$ cat src/hdl/multitap_keypad_text_entry_macros.svh
// assertion macros for the multi-tap keypad text entry block
`ifndef MULTITAP_KEYPAD_TEXT_ENTRY_MACROS_SVH
`define MULTITAP_KEYPAD_TEXT_ENTRY_MACROS_SVH
`ifndef ASSERT_OFF
// property that holds at every clock edge
`define MKE_ASSERT(label, prop, msg) \
  label: assert property (@(posedge clk) disable iff (!rst_n) (prop)) else $error(msg);
// antecedent implies consequent in the next cycle
`define MKE_ASSERT_NEXT(label, ante, cons, msg) \
  label: assert property (@(posedge clk) disable iff (!rst_n) (ante) |=> (cons)) else $error(msg);
`else
`define MKE_ASSERT(label, prop, msg)
`define MKE_ASSERT_NEXT(label, ante, cons, msg)
`endif
`endif

$ cat src/hdl/mke_pkg.sv
// ----------------------------------------------------------------------------
// mke_pkg
// Shared constants, types and helper functions for the keypad text entry.
// ----------------------------------------------------------------------------
package mke_pkg;

  // buffer geometry
  localparam int BUF_CHARS = 32;
  localparam int IDX_W     = $clog2(BUF_CHARS);
  localparam int LEN_W     = $clog2(BUF_CHARS + 1);

  // keypad and payload widths
  localparam int KEY_COUNT = 9;
  localparam int EVKEY_W   = 4;
  localparam int POS_W     = 5;
  localparam int CHAR_W    = 8;
  localparam int CNT_W     = 14;
  localparam int TAP_W     = 2;

  localparam logic [CNT_W-1:0]   CNT_MAX    = CNT_W'(9999);
  localparam logic [EVKEY_W-1:0] NO_KEY     = EVKEY_W'(15);
  localparam logic [CHAR_W-1:0]  SPACE_CHAR = 8'h20;
  localparam logic [CHAR_W-1:0]  DIGIT_ONE  = 8'h31;

  // two-key combinations
  localparam logic [KEY_COUNT-1:0] COMBO_CLEAR = 9'h006;
  localparam logic [KEY_COUNT-1:0] COMBO_MODE  = 9'h030;
  localparam logic [KEY_COUNT-1:0] COMBO_SPACE = 9'h180;
  localparam logic [EVKEY_W-1:0]   EVKEY_MODE  = EVKEY_W'(5);
  localparam logic [EVKEY_W-1:0]   EVKEY_SPACE = EVKEY_W'(8);

  // commands from controller to datapath
  typedef struct packed {
    logic             edit;
    logic             rd_en;
    logic [IDX_W-1:0] rd_idx;
    logic             rd_last;
  } mke_cmd_t;

  // multi-tap letter for a key and tap index
  function automatic logic [CHAR_W-1:0] letter_code(input logic [EVKEY_W-1:0] key,
                                                    input logic [TAP_W-1:0] tap);
    logic [3*CHAR_W-1:0] row;
    row = {SPACE_CHAR, SPACE_CHAR, SPACE_CHAR};
    unique case (key)
      4'd0:    row = {"Z", "Q", "."};
      4'd1:    row = {"C", "B", "A"};
      4'd2:    row = {"F", "E", "D"};
      4'd3:    row = {"I", "H", "G"};
      4'd4:    row = {"L", "K", "J"};
      4'd5:    row = {"O", "N", "M"};
      4'd6:    row = {"S", "R", "P"};
      4'd7:    row = {"V", "U", "T"};
      4'd8:    row = {"Y", "X", "W"};
      default: row = {SPACE_CHAR, SPACE_CHAR, SPACE_CHAR};
    endcase
    unique case (tap)
      2'd0:    return row[CHAR_W-1:0];
      2'd1:    return row[2*CHAR_W-1:CHAR_W];
      2'd2:    return row[3*CHAR_W-1:2*CHAR_W];
      default: return SPACE_CHAR;
    endcase
  endfunction

  // logical buffer offset to physical ram address, circular from head
  function automatic logic [IDX_W-1:0] phys_addr(input logic [IDX_W-1:0] head,
                                                 input logic [IDX_W-1:0] offs);
    logic [IDX_W:0] sum;
    sum = {1'b0, head} + {1'b0, offs};
    if (sum >= (IDX_W+1)'(BUF_CHARS)) begin
      sum = sum - (IDX_W+1)'(BUF_CHARS);
    end
    return sum[IDX_W-1:0];
  endfunction

endpackage

$ cat src/hdl/mke_if.sv
// ----------------------------------------------------------------------------
// mke_if
// Valid/ready channel interfaces for key events and buffer characters.
// ----------------------------------------------------------------------------
interface mke_in_if;
  import mke_pkg::*;

  logic                 valid;
  logic                 ready;
  logic [KEY_COUNT-1:0] pressed_keys;
  logic [EVKEY_W-1:0]   event_key;
  logic                 ignore_repeat;

  modport source (output valid, output pressed_keys, output event_key,
                  output ignore_repeat, input ready);
  modport sink (input valid, input pressed_keys, input event_key,
                input ignore_repeat, output ready);
endinterface

interface mke_out_if;
  import mke_pkg::*;

  logic              valid;
  logic              ready;
  logic [POS_W-1:0]  char_pos;
  logic [CHAR_W-1:0] char_code;
  logic              is_last;
  logic [CNT_W-1:0]  press_count;
  logic              numeric_mode;

  modport source (output valid, output char_pos, output char_code, output is_last,
                  output press_count, output numeric_mode, input ready);
  modport sink (input valid, input char_pos, input char_code, input is_last,
                input press_count, input numeric_mode, output ready);
endinterface

$ cat src/hdl/mke_ram.sv
// ----------------------------------------------------------------------------
// mke_ram
// Generic single-write, single-read RAM with registered read data.
// ----------------------------------------------------------------------------
module mke_ram #(
  parameter int WIDTH = 8,
  parameter int DEPTH = 32
) (
  input  logic                     clk,
  input  logic                     we,
  input  logic [$clog2(DEPTH)-1:0] waddr,
  input  logic [WIDTH-1:0]         wdata,
  input  logic                     re,
  input  logic [$clog2(DEPTH)-1:0] raddr,
  output logic [WIDTH-1:0]         rdata
);

  logic [WIDTH-1:0] mem [DEPTH];
  logic [WIDTH-1:0] rdata_r;

  // write port
  always_ff @(posedge clk) begin
    if (we) begin
      mem[waddr] <= wdata;
    end
  end

  // registered read, holds when not enabled
  always_ff @(posedge clk) begin
    if (re) begin
      rdata_r <= mem[raddr];
    end
  end

  assign rdata = rdata_r;

endmodule

$ cat src/hdl/mke_ctrl.sv
// ----------------------------------------------------------------------------
// mke_ctrl
// Controller: accepts key events, orders the edit and sequences the dump.
// ----------------------------------------------------------------------------
`include "multitap_keypad_text_entry_macros.svh"

module mke_ctrl (
  input  logic              clk,
  input  logic              rst_n,
  input  logic              in_valid,
  input  logic              in_ignore,
  output logic              in_ready,
  output logic              out_valid,
  input  logic              out_ready,
  output mke_pkg::mke_cmd_t cmd
);
  import mke_pkg::*;

  localparam logic S_IDLE = 1'b0;
  localparam logic S_DUMP = 1'b1;

  logic             st_r, st_nxt;
  logic [IDX_W-1:0] idx_r, idx_nxt;
  logic             ov_r, ov_nxt;
  logic             accept;
  logic             issue;
  logic             at_last;

  // handshake decode
  assign in_ready = (st_r == S_IDLE);
  assign accept   = in_valid && in_ready;
  assign issue    = (st_r == S_DUMP) && (!ov_r || out_ready);
  assign at_last  = (idx_r == IDX_W'(BUF_CHARS - 1));

  // commands to the datapath
  always_comb begin
    cmd.edit    = accept && !in_ignore;
    cmd.rd_en   = issue;
    cmd.rd_idx  = idx_r;
    cmd.rd_last = at_last;
  end

  // state sequencing
  always_comb begin
    st_nxt  = st_r;
    idx_nxt = idx_r;
    unique case (st_r)
      S_IDLE: begin
        if (accept && !in_ignore) begin
          st_nxt  = S_DUMP;
          idx_nxt = '0;
        end
      end
      S_DUMP: begin
        if (issue) begin
          if (at_last) begin
            st_nxt = S_IDLE;
          end else begin
            idx_nxt = idx_r + 1'b1;
          end
        end
      end
      default: st_nxt = S_IDLE;
    endcase
  end

  // output stage occupancy
  always_comb begin
    if (issue) begin
      ov_nxt = 1'b1;
    end else if (out_ready) begin
      ov_nxt = 1'b0;
    end else begin
      ov_nxt = ov_r;
    end
  end

  always_ff @(posedge clk) begin
    if (!rst_n) begin
      st_r  <= S_IDLE;
      idx_r <= '0;
      ov_r  <= 1'b0;
    end else begin
      st_r  <= st_nxt;
      idx_r <= idx_nxt;
      ov_r  <= ov_nxt;
    end
  end

  assign out_valid = ov_r;

  // checks
  `MKE_ASSERT_NEXT(a_edit_starts_dump, accept && !in_ignore, st_r == S_DUMP && idx_r == '0, "edit did not start dump at first position")
  `MKE_ASSERT(a_no_overwrite, !issue || !ov_r || out_ready, "read issued over a waiting item")
  `MKE_ASSERT_NEXT(a_last_ends_dump, issue && at_last, st_r == S_IDLE && ov_r, "dump did not end after last read")
  `MKE_ASSERT_NEXT(a_ignore_no_dump, accept && in_ignore, st_r == S_IDLE, "ignored event started a dump")

endmodule

$ cat src/hdl/mke_dp.sv
// ----------------------------------------------------------------------------
// mke_dp
// Datapath: text buffer, edit state, key decode and output register.
// ----------------------------------------------------------------------------
module mke_dp (
  input  logic                            clk,
  input  logic                            rst_n,
  input  mke_pkg::mke_cmd_t               cmd,
  input  logic [mke_pkg::KEY_COUNT-1:0]   pressed_keys,
  input  logic [mke_pkg::EVKEY_W-1:0]     event_key,
  output logic [mke_pkg::POS_W-1:0]       char_pos,
  output logic [mke_pkg::CHAR_W-1:0]      char_code,
  output logic                            is_last,
  output logic [mke_pkg::CNT_W-1:0]       press_count,
  output logic                            numeric_mode
);
  import mke_pkg::*;

  // edit state
  logic [IDX_W-1:0]   head_r, head_nxt;
  logic [LEN_W-1:0]   len_r, len_nxt;
  logic [EVKEY_W-1:0] lkey_r, lkey_nxt;
  logic [TAP_W-1:0]   tap_r, tap_nxt;
  logic               mode_r, mode_nxt;
  logic [CNT_W-1:0]   cnt_r, cnt_nxt;
  logic [BUF_CHARS-1:0] vld_r, vld_nxt;

  // key decode
  logic [3:0]         held;
  logic [EVKEY_W-1:0] top;

  // edit actions
  logic               app_en;
  logic [CHAR_W-1:0]  app_char;
  logic               wr_en;
  logic [IDX_W-1:0]   wr_addr;
  logic [CHAR_W-1:0]  wr_data;
  logic [TAP_W-1:0]   tap_adv;

  // read side
  logic [IDX_W-1:0]   rd_addr;
  logic [CHAR_W-1:0]  rd_data;
  logic [IDX_W-1:0]   pos_q;
  logic               last_q;
  logic               vld_q;
  logic [CNT_W-1:0]   cnt_q;
  logic               mode_q;

  // held key count and highest held key
  always_comb begin
    held = '0;
    top  = '0;
    for (int k = 0; k < KEY_COUNT; k++) begin
      if (pressed_keys[k]) begin
        held = held + 4'd1;
        top  = EVKEY_W'(k);
      end
    end
  end

  assign tap_adv = (tap_r == 2'd2) ? 2'd0 : tap_r + 2'd1;

  // edit decode
  always_comb begin
    head_nxt = head_r;
    len_nxt  = len_r;
    lkey_nxt = lkey_r;
    tap_nxt  = tap_r;
    mode_nxt = mode_r;
    cnt_nxt  = cnt_r;
    vld_nxt  = vld_r;
    app_en   = 1'b0;
    app_char = SPACE_CHAR;
    wr_en    = 1'b0;
    wr_addr  = '0;
    wr_data  = SPACE_CHAR;

    if (cmd.edit) begin
      cnt_nxt = (cnt_r == CNT_MAX) ? '0 : cnt_r + 1'b1;
      if (held == 4'd1) begin
        if (mode_r) begin
          // digit entry
          app_en   = 1'b1;
          app_char = DIGIT_ONE + CHAR_W'(top);
          lkey_nxt = NO_KEY;
        end else if (top == lkey_r && len_r != '0) begin
          // repeat tap rewrites the last character
          tap_nxt = tap_adv;
          wr_en   = 1'b1;
          wr_addr = phys_addr(head_r, IDX_W'(len_r - 1'b1));
          wr_data = letter_code(top, tap_adv);
        end else begin
          // new letter key
          app_en   = 1'b1;
          app_char = letter_code(top, 2'd0);
          lkey_nxt = top;
          tap_nxt  = '0;
        end
      end else if (held == 4'd2) begin
        if ((pressed_keys & COMBO_CLEAR) == COMBO_CLEAR) begin
          vld_nxt = '0;
          len_nxt = '0;
        end else if ((pressed_keys & COMBO_MODE) == COMBO_MODE &&
                     event_key == EVKEY_MODE) begin
          mode_nxt = !mode_r;
        end else if ((pressed_keys & COMBO_SPACE) == COMBO_SPACE &&
                     event_key == EVKEY_SPACE) begin
          app_en   = 1'b1;
          app_char = SPACE_CHAR;
          tap_nxt  = '0;
          lkey_nxt = NO_KEY;
        end
      end
    end

    // append, full buffer rotates the head so the oldest slot becomes the tail
    if (app_en) begin
      wr_en   = 1'b1;
      wr_data = app_char;
      if (len_r == LEN_W'(BUF_CHARS)) begin
        wr_addr  = head_r;
        head_nxt = phys_addr(head_r, IDX_W'(1));
      end else begin
        wr_addr = phys_addr(head_r, IDX_W'(len_r));
        len_nxt = len_r + 1'b1;
      end
    end

    if (wr_en) begin
      vld_nxt[wr_addr] = 1'b1;
    end
  end

  always_ff @(posedge clk) begin
    if (!rst_n) begin
      head_r <= '0;
      len_r  <= '0;
      lkey_r <= NO_KEY;
      tap_r  <= '0;
      mode_r <= 1'b0;
      cnt_r  <= '0;
      vld_r  <= '0;
    end else begin
      head_r <= head_nxt;
      len_r  <= len_nxt;
      lkey_r <= lkey_nxt;
      tap_r  <= tap_nxt;
      mode_r <= mode_nxt;
      cnt_r  <= cnt_nxt;
      vld_r  <= vld_nxt;
    end
  end

  // text buffer
  assign rd_addr = phys_addr(head_r, cmd.rd_idx);

  mke_ram #(
    .WIDTH(CHAR_W),
    .DEPTH(BUF_CHARS)
  ) u_buf (
    .clk  (clk),
    .we   (wr_en),
    .waddr(wr_addr),
    .wdata(wr_data),
    .re   (cmd.rd_en),
    .raddr(rd_addr),
    .rdata(rd_data)
  );

  // output register, loaded alongside the ram read
  always_ff @(posedge clk) begin
    if (cmd.rd_en) begin
      pos_q  <= cmd.rd_idx;
      last_q <= cmd.rd_last;
      vld_q  <= vld_r[rd_addr];
      cnt_q  <= cnt_r;
      mode_q <= mode_r;
    end
  end

  assign char_pos     = POS_W'(pos_q);
  assign char_code    = vld_q ? rd_data : SPACE_CHAR;
  assign is_last      = last_q;
  assign press_count  = cnt_q;
  assign numeric_mode = mode_q;

endmodule

$ cat src/hdl/multitap_keypad_text_entry.sv
// ----------------------------------------------------------------------------
// multitap_keypad_text_entry
// Multi-tap keypad text entry: edits a text buffer per key event and dumps it.
// ----------------------------------------------------------------------------
// Usage:
//   in_ch  carries one key event per item: held-key bitmap, highest key and a
//          repeat flag. A repeat item is taken and does nothing.
//   out_ch carries the buffer dump: one item per position, 32 items per event,
//          the last one flagged, each with the press count and entry mode.
//   an event is taken while the block is idle; the edit is done at the edge
//   that takes it. The first character is valid once the controller has
//   entered its dump state and the RAM read has loaded the output register,
//   then one character per cycle as long as the receiver keeps ready high.
//   The dump reads one position per cycle through the single read port of
//   the buffer RAM, and no new event is taken until every position is read.
//   in_ready rises again as the last character enters the output register,
//   so the next event may be taken while that character waits.
// Stall:
//   with out_ch.ready low, the output register and the RAM read hold; reading
//   resumes once the waiting item is taken.
// Reset:
//   synchronous, active low. The buffer reads as all spaces, length and mode
//   are cleared and no key is pending; no clearing pass is needed.
// ----------------------------------------------------------------------------
module multitap_keypad_text_entry (
  input logic       clk,
  input logic       rst_n,
  mke_in_if.sink    in_ch,
  mke_out_if.source out_ch
);
  import mke_pkg::*;

  mke_cmd_t cmd;

  // controller
  mke_ctrl u_ctrl (
    .clk      (clk),
    .rst_n    (rst_n),
    .in_valid (in_ch.valid),
    .in_ignore(in_ch.ignore_repeat),
    .in_ready (in_ch.ready),
    .out_valid(out_ch.valid),
    .out_ready(out_ch.ready),
    .cmd      (cmd)
  );

  // datapath
  mke_dp u_dp (
    .clk         (clk),
    .rst_n       (rst_n),
    .cmd         (cmd),
    .pressed_keys(in_ch.pressed_keys),
    .event_key   (in_ch.event_key),
    .char_pos    (out_ch.char_pos),
    .char_code   (out_ch.char_code),
    .is_last     (out_ch.is_last),
    .press_count (out_ch.press_count),
    .numeric_mode(out_ch.numeric_mode)
  );

endmodule
$ cat src/flat_wrapper.sv
// flat-port wrapper written by rule: the top's interface ports become plain ports
module multitap_keypad_text_entry_flat import mke_pkg::*;
  (clk, rst_n, in_ch_valid, in_ch_pressed_keys, in_ch_event_key, in_ch_ignore_repeat, in_ch_ready, out_ch_valid, out_ch_char_pos, out_ch_char_code, out_ch_is_last, out_ch_press_count, out_ch_numeric_mode, out_ch_ready);
  mke_in_if in_ch_i ();
  mke_out_if out_ch_i ();
  input logic clk;
  input logic rst_n;
  input wire logic [$bits(in_ch_i.valid)-1:0] in_ch_valid;
  input wire logic [$bits(in_ch_i.pressed_keys)-1:0] in_ch_pressed_keys;
  input wire logic [$bits(in_ch_i.event_key)-1:0] in_ch_event_key;
  input wire logic [$bits(in_ch_i.ignore_repeat)-1:0] in_ch_ignore_repeat;
  output wire logic [$bits(in_ch_i.ready)-1:0] in_ch_ready;
  output wire logic [$bits(out_ch_i.valid)-1:0] out_ch_valid;
  output wire logic [$bits(out_ch_i.char_pos)-1:0] out_ch_char_pos;
  output wire logic [$bits(out_ch_i.char_code)-1:0] out_ch_char_code;
  output wire logic [$bits(out_ch_i.is_last)-1:0] out_ch_is_last;
  output wire logic [$bits(out_ch_i.press_count)-1:0] out_ch_press_count;
  output wire logic [$bits(out_ch_i.numeric_mode)-1:0] out_ch_numeric_mode;
  input wire logic [$bits(out_ch_i.ready)-1:0] out_ch_ready;
  assign in_ch_i.valid = in_ch_valid;
  assign in_ch_i.pressed_keys = in_ch_pressed_keys;
  assign in_ch_i.event_key = in_ch_event_key;
  assign in_ch_i.ignore_repeat = in_ch_ignore_repeat;
  assign in_ch_ready = in_ch_i.ready;
  assign out_ch_valid = out_ch_i.valid;
  assign out_ch_char_pos = out_ch_i.char_pos;
  assign out_ch_char_code = out_ch_i.char_code;
  assign out_ch_is_last = out_ch_i.is_last;
  assign out_ch_press_count = out_ch_i.press_count;
  assign out_ch_numeric_mode = out_ch_i.numeric_mode;
  assign out_ch_i.ready = out_ch_ready;
  multitap_keypad_text_entry u_core (.clk(clk), .rst_n(rst_n), .in_ch(in_ch_i), .out_ch(out_ch_i));
endmodule
$ cat config.mk
export PLATFORM = sky130hd
export DESIGN_NAME = multitap_keypad_text_entry_flat
export DESIGN_NICKNAME = d
export VERILOG_FILES = /design/src/hdl/mke_pkg.sv /design/src/hdl/mke_if.sv /design/src/hdl/mke_ram.sv /design/src/hdl/mke_ctrl.sv /design/src/hdl/mke_dp.sv /design/src/hdl/multitap_keypad_text_entry.sv /design/src/flat_wrapper.sv
export VERILOG_INCLUDE_DIRS = /design/src /design/src/hdl
export SDC_FILE = /design/constraint.sdc
export NUM_CORES = 1
export LEC_CHECK = 0
export BUFFER_PORTS_ARGS = -buffer_cell sky130_fd_sc_hd__buf_2
export CORE_ASPECT_RATIO = 1.5
export CORE_MARGIN = 2
export CORE_UTILIZATION = 35
export DETAILED_ROUTE_END_ITERATION = 8
export GPL_ROUTABILITY_DRIVEN = 0
export PLACE_DENSITY = 0.56
export SLEW_MARGIN = 20
export SYNTH_ARGS = -nofsm -noshare
export SYNTH_HDL_FRONTEND = slang
export SYNTH_SLANG_ARGS = --single-unit
$ cat constraint.sdc
create_clock -name clk -period 14.8 [get_ports clk]
set_input_delay 0.74 -clock clk [delete_from_list [all_inputs] [get_ports clk]]
set_output_delay 0.74 -clock clk [all_outputs]
set_load 0.01 [all_outputs]
Word level (Yosys, flattened, before mapping)
Memories as Yosys holds them, arrays and structs flattened. A register that Yosys moved wholly into a read port is not among the register bits.
Index checks and enable logic that the tools add are counted.
{ "totals": {"inputBits": 18, "n_memories": 3, "mem_bits_rw": 256, "romBits": 672, "output_inout_bits": 31, "regBits": 93} }
{ "classes": {"order_cmp": 7, "n_reduce_logical": 21, "n_mux": 94, "n_eq_ne": 21, "addsub": 22, "bitwise_logic": 4} }
{ "mem_list": {"columns": ["name", "words", "word_bits", "read_ports", "rd_clocked_by_memory_dff", "write_ports", "line", "source"], "rows": [
  ["(name not given)", 16, 21, 1, 0, 0, "mke_pkg.sv:45", "unique case (key)"],
  ["(name not given)", 16, 21, 1, 0, 0, "mke_pkg.sv:45", null],
  ["u_core.u_dp.u_buf.mem", 32, 8, 1, 1, 1, "mke_ram.sv:18", "logic [WIDTH-1:0] mem [DEPTH];"]
]} }
{ "ops": {"columns": ["operator", "n"], "rows": [
  ["32-bit two-way mux", 5],
  ["4-bit two-way mux", 21],
  ["8-bit two-way mux", 10],
  ["5-bit two-way mux", 13],
  ["6-bit two-way mux", 6],
  ["32-bit bitwise OR", 1],
  ["4-bit by 1-bit adder with 4-bit output, second input constant", 7],
  ["5-bit by 1-bit subtractor with 5-bit output, second input constant", 5],
  ["6-bit >= comparator, second input constant", 4],
  ["1-bit two-way mux", 24],
  ["8-bit one-hot mux with 3 select lines", 1],
  ["5-bit by 5-bit adder with 6-bit output", 3],
  ["2-bit two-way mux", 9],
  ["14-bit by 1-bit adder with 14-bit output, second input constant", 1],
  ["14-bit equality test, second input constant", 1],
  ["14-bit two-way mux", 1],
  ["5-bit by 6-bit less-than comparator with 1-bit output, second input constant", 2],
  ["6-bit AND reduction", 2],
  ["2-bit equality test, second input constant", 5],
  ["5-bit one-hot mux with 2 select lines", 1],
  ["2-bit inequality test, second input constant", 4],
  ["6-bit by 4-bit adder with 7-bit output, first input constant", 1],
  ["1-bit logical AND", 7],
  ["5-bit by 1-bit adder with 6-bit output, second input constant", 1],
  ["27 further kinds", 34]
]} }

Longest topological paths before layout
{ "logic_depth": {"depth_word": 28, "depth_mapped": 32} }

Cells and area by module
From an unflattened synthesis, not the netlist that was laid out.
{ "hier_totals": {"cells_unflattened": 1113, "area_unflattened_um2": 16323.2} }
{ "by_module_without_submodules": {"columns": ["mod", "seq_area_each_um2", "n_inst", "cells_each", "area_per_inst_um2"], "rows": [
  ["mke_ram", 7927.6, 1, 417, 10133.5],
  ["mke_dp", 1941.9, 1, 654, 5806.8],
  ["mke_ctrl", 140.1, 1, 42, 382.9]
]} }

Worst setup path after synthesis
No wires, ideal clock.
{ "synth_path": {"path_type": "input port to flip-flop", "from": "input in_ch_pressed_keys[0]", "to": "memory u_core.u_dp.u_buf.mem[0][1], data pin", "required_ps": 14327, "cell_stages": 27, "slack_ps": 7332, "n_path_buf": 1, "arrival_time_ps": 6994, "setup_ps": 473, "cell_sequence": "ha_1 nor2b_1 or2_2 ha_1 nand2b_1 o31ai_1 inv_1 ha_1 nand2_1 o21ai_0 ha_1 a21oi_1 nand2_1 ha_1 nand2b_1 o21a_1 ha_1 nand2_1 a21boi_0 o22ai_1 ha_1 or3_4 o21ai_2 and4_1 buf_6 nand2_1 o32ai_1"} }
{ "synth_between": {"elab_chain_len": 22, "elab_cells_between_ends": 27, "classes_between": "add/sub: 8; eq/ne: 2; mux: 17"} }
{ "synth_lines": {"columns": ["item", "line", "source"], "rows": [
  ["from (decl)", "flat_wrapper.sv:9", "input wire logic [$bits(in_ch_i.pressed_keys)-1:0] in_ch_pressed_keys;"],
  ["1-bit two-way mux *", "mke_dp.sv:54", "if (pressed_keys[k]) begin"],
  ["1-bit by 1-bit adder with 2-bit output", "mke_dp.sv:55", "held = held + 4'd1;"],
  ["4-bit two-way mux *", "mke_dp.sv:54", null],
  ["4-bit by 1-bit adder with 4-bit output", "mke_dp.sv:55", null],
  ["4-bit two-way mux *", "mke_dp.sv:54", null],
  ["4-bit by 1-bit adder with 4-bit output", "mke_dp.sv:55", null],
  ["4-bit two-way mux *", "mke_dp.sv:54", null],
  ["4-bit by 1-bit adder with 4-bit output", "mke_dp.sv:55", null],
  ["[7 not listed]", null, null],
  ["4-bit by 1-bit adder with 4-bit output", "mke_dp.sv:55", null],
  ["4-bit two-way mux *", "mke_dp.sv:54", null],
  ["4-bit by 2-bit equality test with 1-bit output", "mke_dp.sv:99", "end else if (held == 4'd2) begin"],
  ["1-bit two-way mux", "mke_dp.sv:99", null],
  ["1-bit two-way mux", "mke_dp.sv:80", "if (held == 4'd1) begin"],
  ["1-bit two-way mux", "mke_dp.sv:78", "if (cmd.edit) begin"],
  ["8-bit two-way mux *", "mke_dp.sv:117", "if (app_en) begin"],
  ["net u_core.u_dp.u_buf.wdata[1]", "mke_ram.sv:12", "input logic [WIDTH-1:0] wdata,"],
  ["to (decl)", "mke_ram.sv:18", null]
]} }
The timed path passes the listed nets; every way through them passes the cells marked *.

Worst setup path in the final report
{ "layout_path": {"from": "input in_ch_pressed_keys[1]", "to": "memory u_core.u_dp.u_buf.mem[22][3] (enable)"} }
{ "layout_between": {"elab_chain_len": 22, "elab_cells_between_ends": 46, "classes_between": "add/sub: 7; eq/ne: 4; mux: 34; reduce/logical: 1"} }
{ "layout_lines": {"columns": ["item", "line", "source"], "rows": [
  ["4-bit two-way mux", "mke_dp.sv:54", null],
  ["4-bit by 1-bit adder with 4-bit output", "mke_dp.sv:55", null],
  ["4-bit two-way mux", "mke_dp.sv:54", null],
  ["4-bit by 1-bit adder with 4-bit output", "mke_dp.sv:55", null],
  ["4-bit two-way mux", "mke_dp.sv:54", null],
  ["4-bit by 1-bit adder with 4-bit output", "mke_dp.sv:55", null],
  ["4-bit two-way mux", "mke_dp.sv:54", null],
  ["4-bit by 1-bit adder with 4-bit output", "mke_dp.sv:55", null],
  ["[6 not listed]", null, null],
  ["4-bit two-way mux", "mke_dp.sv:54", null],
  ["4-bit by 2-bit equality test with 1-bit output", "mke_dp.sv:99", null],
  ["1-bit two-way mux", "mke_dp.sv:99", null],
  ["1-bit two-way mux", "mke_dp.sv:80", null],
  ["1-bit two-way mux", "mke_dp.sv:78", null],
  ["1-bit two-way mux", "mke_dp.sv:117", null],
  ["1-bit two-way mux", "mke_ram.sv:23", "if (we) begin"],
  ["1-bit two-way mux (implied by the code)", "mke_ram.sv:24", "mem[waddr] <= wdata;"]
]} }
Several ways; a longest one is shown, not always the timed one.

==> impl_metrics.toml <==
[sta]
period_share = 0.532
hold_viol = 0
rsz0062_at_grt = "no"
timing.setup.tns_ns = 0
postLayoutSetupSlackWorst_ns = 6.92
setup_violations = 0
timing.slew.headroom = 0.298
worst_pin_slew_ns = 1.05
achievable-frequency_mhz = 127
drv_slew = 0
finalCriticalPeriod_ns = 7.88
skew_ns = 0.0177
hold_slack_ns = 0.458

[final_layout]
instances_no_fill = 1714
final_area_um2 = 17400
drive_gt1_frac = 0.224
fin_nets = 1172
syn_to_final_growth_pct = 13.1
antenna_cells = 0

[logic_synthesis]
synth-xor-area-share = 0.0331
synth_top_family_by_area = "multiplexers"
syn_area_um2 = 15400
synthesis.nets = 1135
synth_fa_ha_area_frac = 0.0323
async_flop_share = 0
yosys.area_share.simple = 0.101
syn_area_per_cell_um2 = 14.3
synthDistinctLibCells = 93
synth_compound_area_frac = 0.0822
synthMuxAreaShare = 0.138
ys_seq_area_frac = 0.585
synth_warnings = 0
synth_flop_cell = "edfxtp_1"
ys_ff_latch = 324
synth_cells = 1079
synth-edff-count = 253

[detailed_routing]
firstDrtPassIters = 4
routed_wirelength_um = 38300
routed_via_density = 5.52
ant_nets = 0
dr.first_iter.drc_count = 751
remaining_drc_errors = 0
vias = 9466
wire_per_inst_um = 22.3

[clock_network]
path_clk_slew_ns = 0.07
cts_tree = "yes"
cts_max_path_buffers = 3
clock_latency_ns = 0.58
holdBufCountCts = 0
cts.repair.resized = 0
cts_inserted_buffers = 30
post_cts_buffers = 0
ctsRootBufferMaster = "clkbuf_16"
clkSinkCount = 324
h-tree-depth = 1

[placement]
place_inst = 1660
dpl_cell_area_um2 = 16400
port_buffers = 47
place_ws_ns = 6.32
hpwl_um = 26600

[critical_path]
r2r_end = "u_core.u_dp.u_buf.mem[11][2]$_DFFE_PP_"
worst-setup-path-type = "input pin to flop"
cp_max_fo = 9
cp-end-kind = "flop"
rr_worst_depth = 10
start_kind = "input pin"
cpMostUsedCell = "ha_1"
worst-r2r-setup-slack_ns = 10.39
r2r_start = "u_core.u_dp.head_r[0]$_SDFFE_PN0P_"
cp.required_ns = 15.00
arrival_ns = 8.08
slowest_delay_ns = 0.99
cp_slowest_cell = "nor3_1"

[floorplan]
core.rowCount = 94
die_x_um = 175
die_y_um = 261
core_area_um2 = 43600
die_area_um2 = 45700
io_pins = 49
start_util = 0.353

[hold_path]
min_to = "u_core.u_dp.vld_r[13]$_SDFF_PN0_"
min_path_cells = 2
hold_start = "u_core.u_dp.vld_r[13]$_SDFF_PN0_"
hp-class = "flop to flop"

[run_status]
outcome = "finished clean"

[grt]
grt_util_met1 = 0.188
grt_util_all_layers = 0.168
grt_pass1_wl_um = 59200
grt_max_degree = 65
grt_util_met2 = 0.318
use_met3 = 0.0163
antenna_found_initial = 0
grt_pass1_vias = 9792
grt_overflow = 0
busiest_layer = "met2"

[run]
drv_cap = 0

[power_and_ir_drop]
peakVddDrop_mv = 0.0899
leakagePower_nw = 5.70
p_per_area_nw_per_um2 = 120
cell usage in the layout (no fill, tap or decap), types with 17 or more instances in the layout:
cell / synthesis / routed
edfxtp_1: 253 / 253
mux4_2: 80 / 80
dfxtp_1: 71 / 71
nand2_1: 70 / 70
nor2_1: 53 / 52
buf_2: 5 / 47
nor3_1: 38 / 36
ha_1: 35 / 34
inv_1: 33 / 33
a21oi_1: 31 / 31
clkbuf_16: 0 / 31
nand3_1: 26 / 26
buf_4: 2 / 26
nand4_1: 20 / 20
xor2_1: 18 / 18
o2bb2ai_1: 17 / 17
where the power goes:
| part | leakage (nW) | switching [W] | total, W | internal, W |
|---|---|---|---|---|
| combinational | 2.34 | 0.000206 | 0.000296 | 0.0000900 |
| clock | 0.508 | 0.000339 | 0.000804 | 0.000466 |
| sequential | 2.85 | 0.00000312 | 0.000983 | 0.000979 |
| total | 5.70 | 0.000548 | 0.00208 | 0.00154 |
Yosys cell counts (20+ instances only):
master	instances	area, um^2
inv_1	33	124
a21oi_1	31	155
dfxtp_1	71	1420
edfxtp_1	253	7600
nor2_1	53	199
nand3_1	26	130
ha_1	35	438
nor3_1	38	190
nand4_1	20	125
clkbuf_1	49	184
mux4_2	80	1800
nand2_1	70	263
worst max-delay path: cells and delay by family:
family	cells	cell delay, ns
adder cells (fa/ha/maj)	7	2.08
AND/OR/NAND/NOR	11	3.52
AO/OA/AOI/OAI	7	1.12
multiplexers	1	0.38
buffers and inverters	2	0.21
stage by stage:
step	utilization	total power [W]
6_report	0.399	0.00208
5_1_grt	0.399	0.00216
4_1_cts	0.399	0.00210
3_5_place_dp	0.375	0.00130
3_3_place_gp	0.375	0.00129
2_1_floorplan	-	0.00121
worst max-delay path by stage:
stage,startpoint,end,depth (start not counted)
6_report,in_ch_pressed_keys[1],u_core.u_dp.u_buf.mem[22][3]$_DFFE_PP_,28
3_3_place_gp,in_ch_pressed_keys[1],u_core.u_dp.u_buf.mem[26][2]$_DFFE_PP_,28
5_1_grt,in_ch_pressed_keys[1],u_core.u_dp.u_buf.mem[26][6]$_DFFE_PP_,28
3_5_place_dp,in_ch_pressed_keys[1],u_core.u_dp.u_buf.mem[26][0]$_DFFE_PP_,28
2_1_floorplan,in_ch_pressed_keys[0],u_core.u_dp.u_buf.mem[0][1]$_DFFE_PP_,27
4_1_cts,in_ch_pressed_keys[1],u_core.u_dp.u_buf.mem[26][6]$_DFFE_PP_,28
metal layers:
metal  up-vias  wire (um)
met5         -          0
met4         0       1900
met1      4796      14400
met3        79       1450
met2       260      20500
li1       4331          -
area by class of cell:
| class | count | area [um^2] |
|---|---|---|
| inverters | 34 | 128 |
| well taps | 576 | 721 |
| flip-flops and latches | 324 | 9020 |
| clock inverters | 13 | 159 |
| multi-input cells | 653 | 6090 |
| clock buffers | 41 | 875 |
| repair buffers | 73 | 430 |
| fillers | 3994 | 26200 |
flip-flops by register name (all words and copies together) (netlist names), 2 cells and up:
name / count
u_core.u_ctrl.idx_r: 5
u_core.u_dp.char_pos: 5
u_core.u_dp.cnt_r: 14
u_core.u_dp.head_r: 5
u_core.u_dp.len_r: 6
u_core.u_dp.lkey_r: 4
u_core.u_dp.press_count: 14
u_core.u_dp.tap_r: 2
u_core.u_dp.u_buf.mem: 224
u_core.u_dp.u_buf.rdata: 7
u_core.u_dp.vld_r: 32
kinds of logic (layout without fill, tap and decap cells):
| kind of cell | after synthesis | in the layout |
|---|---|---|
| buffers and inverters | 102 | 161 |
| other | 1 | 1 |
| DFF | 324 | 324 |
| xor gates and xnor gates | 44 | 44 |
| and+or+nand+nor | 293 | 293 |
| AOI/OAI and AO/OA | 169 | 169 |
| adders and majority gates | 38 | 38 |
| muxes | 108 | 108 |
(Power assumes the default switching activity.)
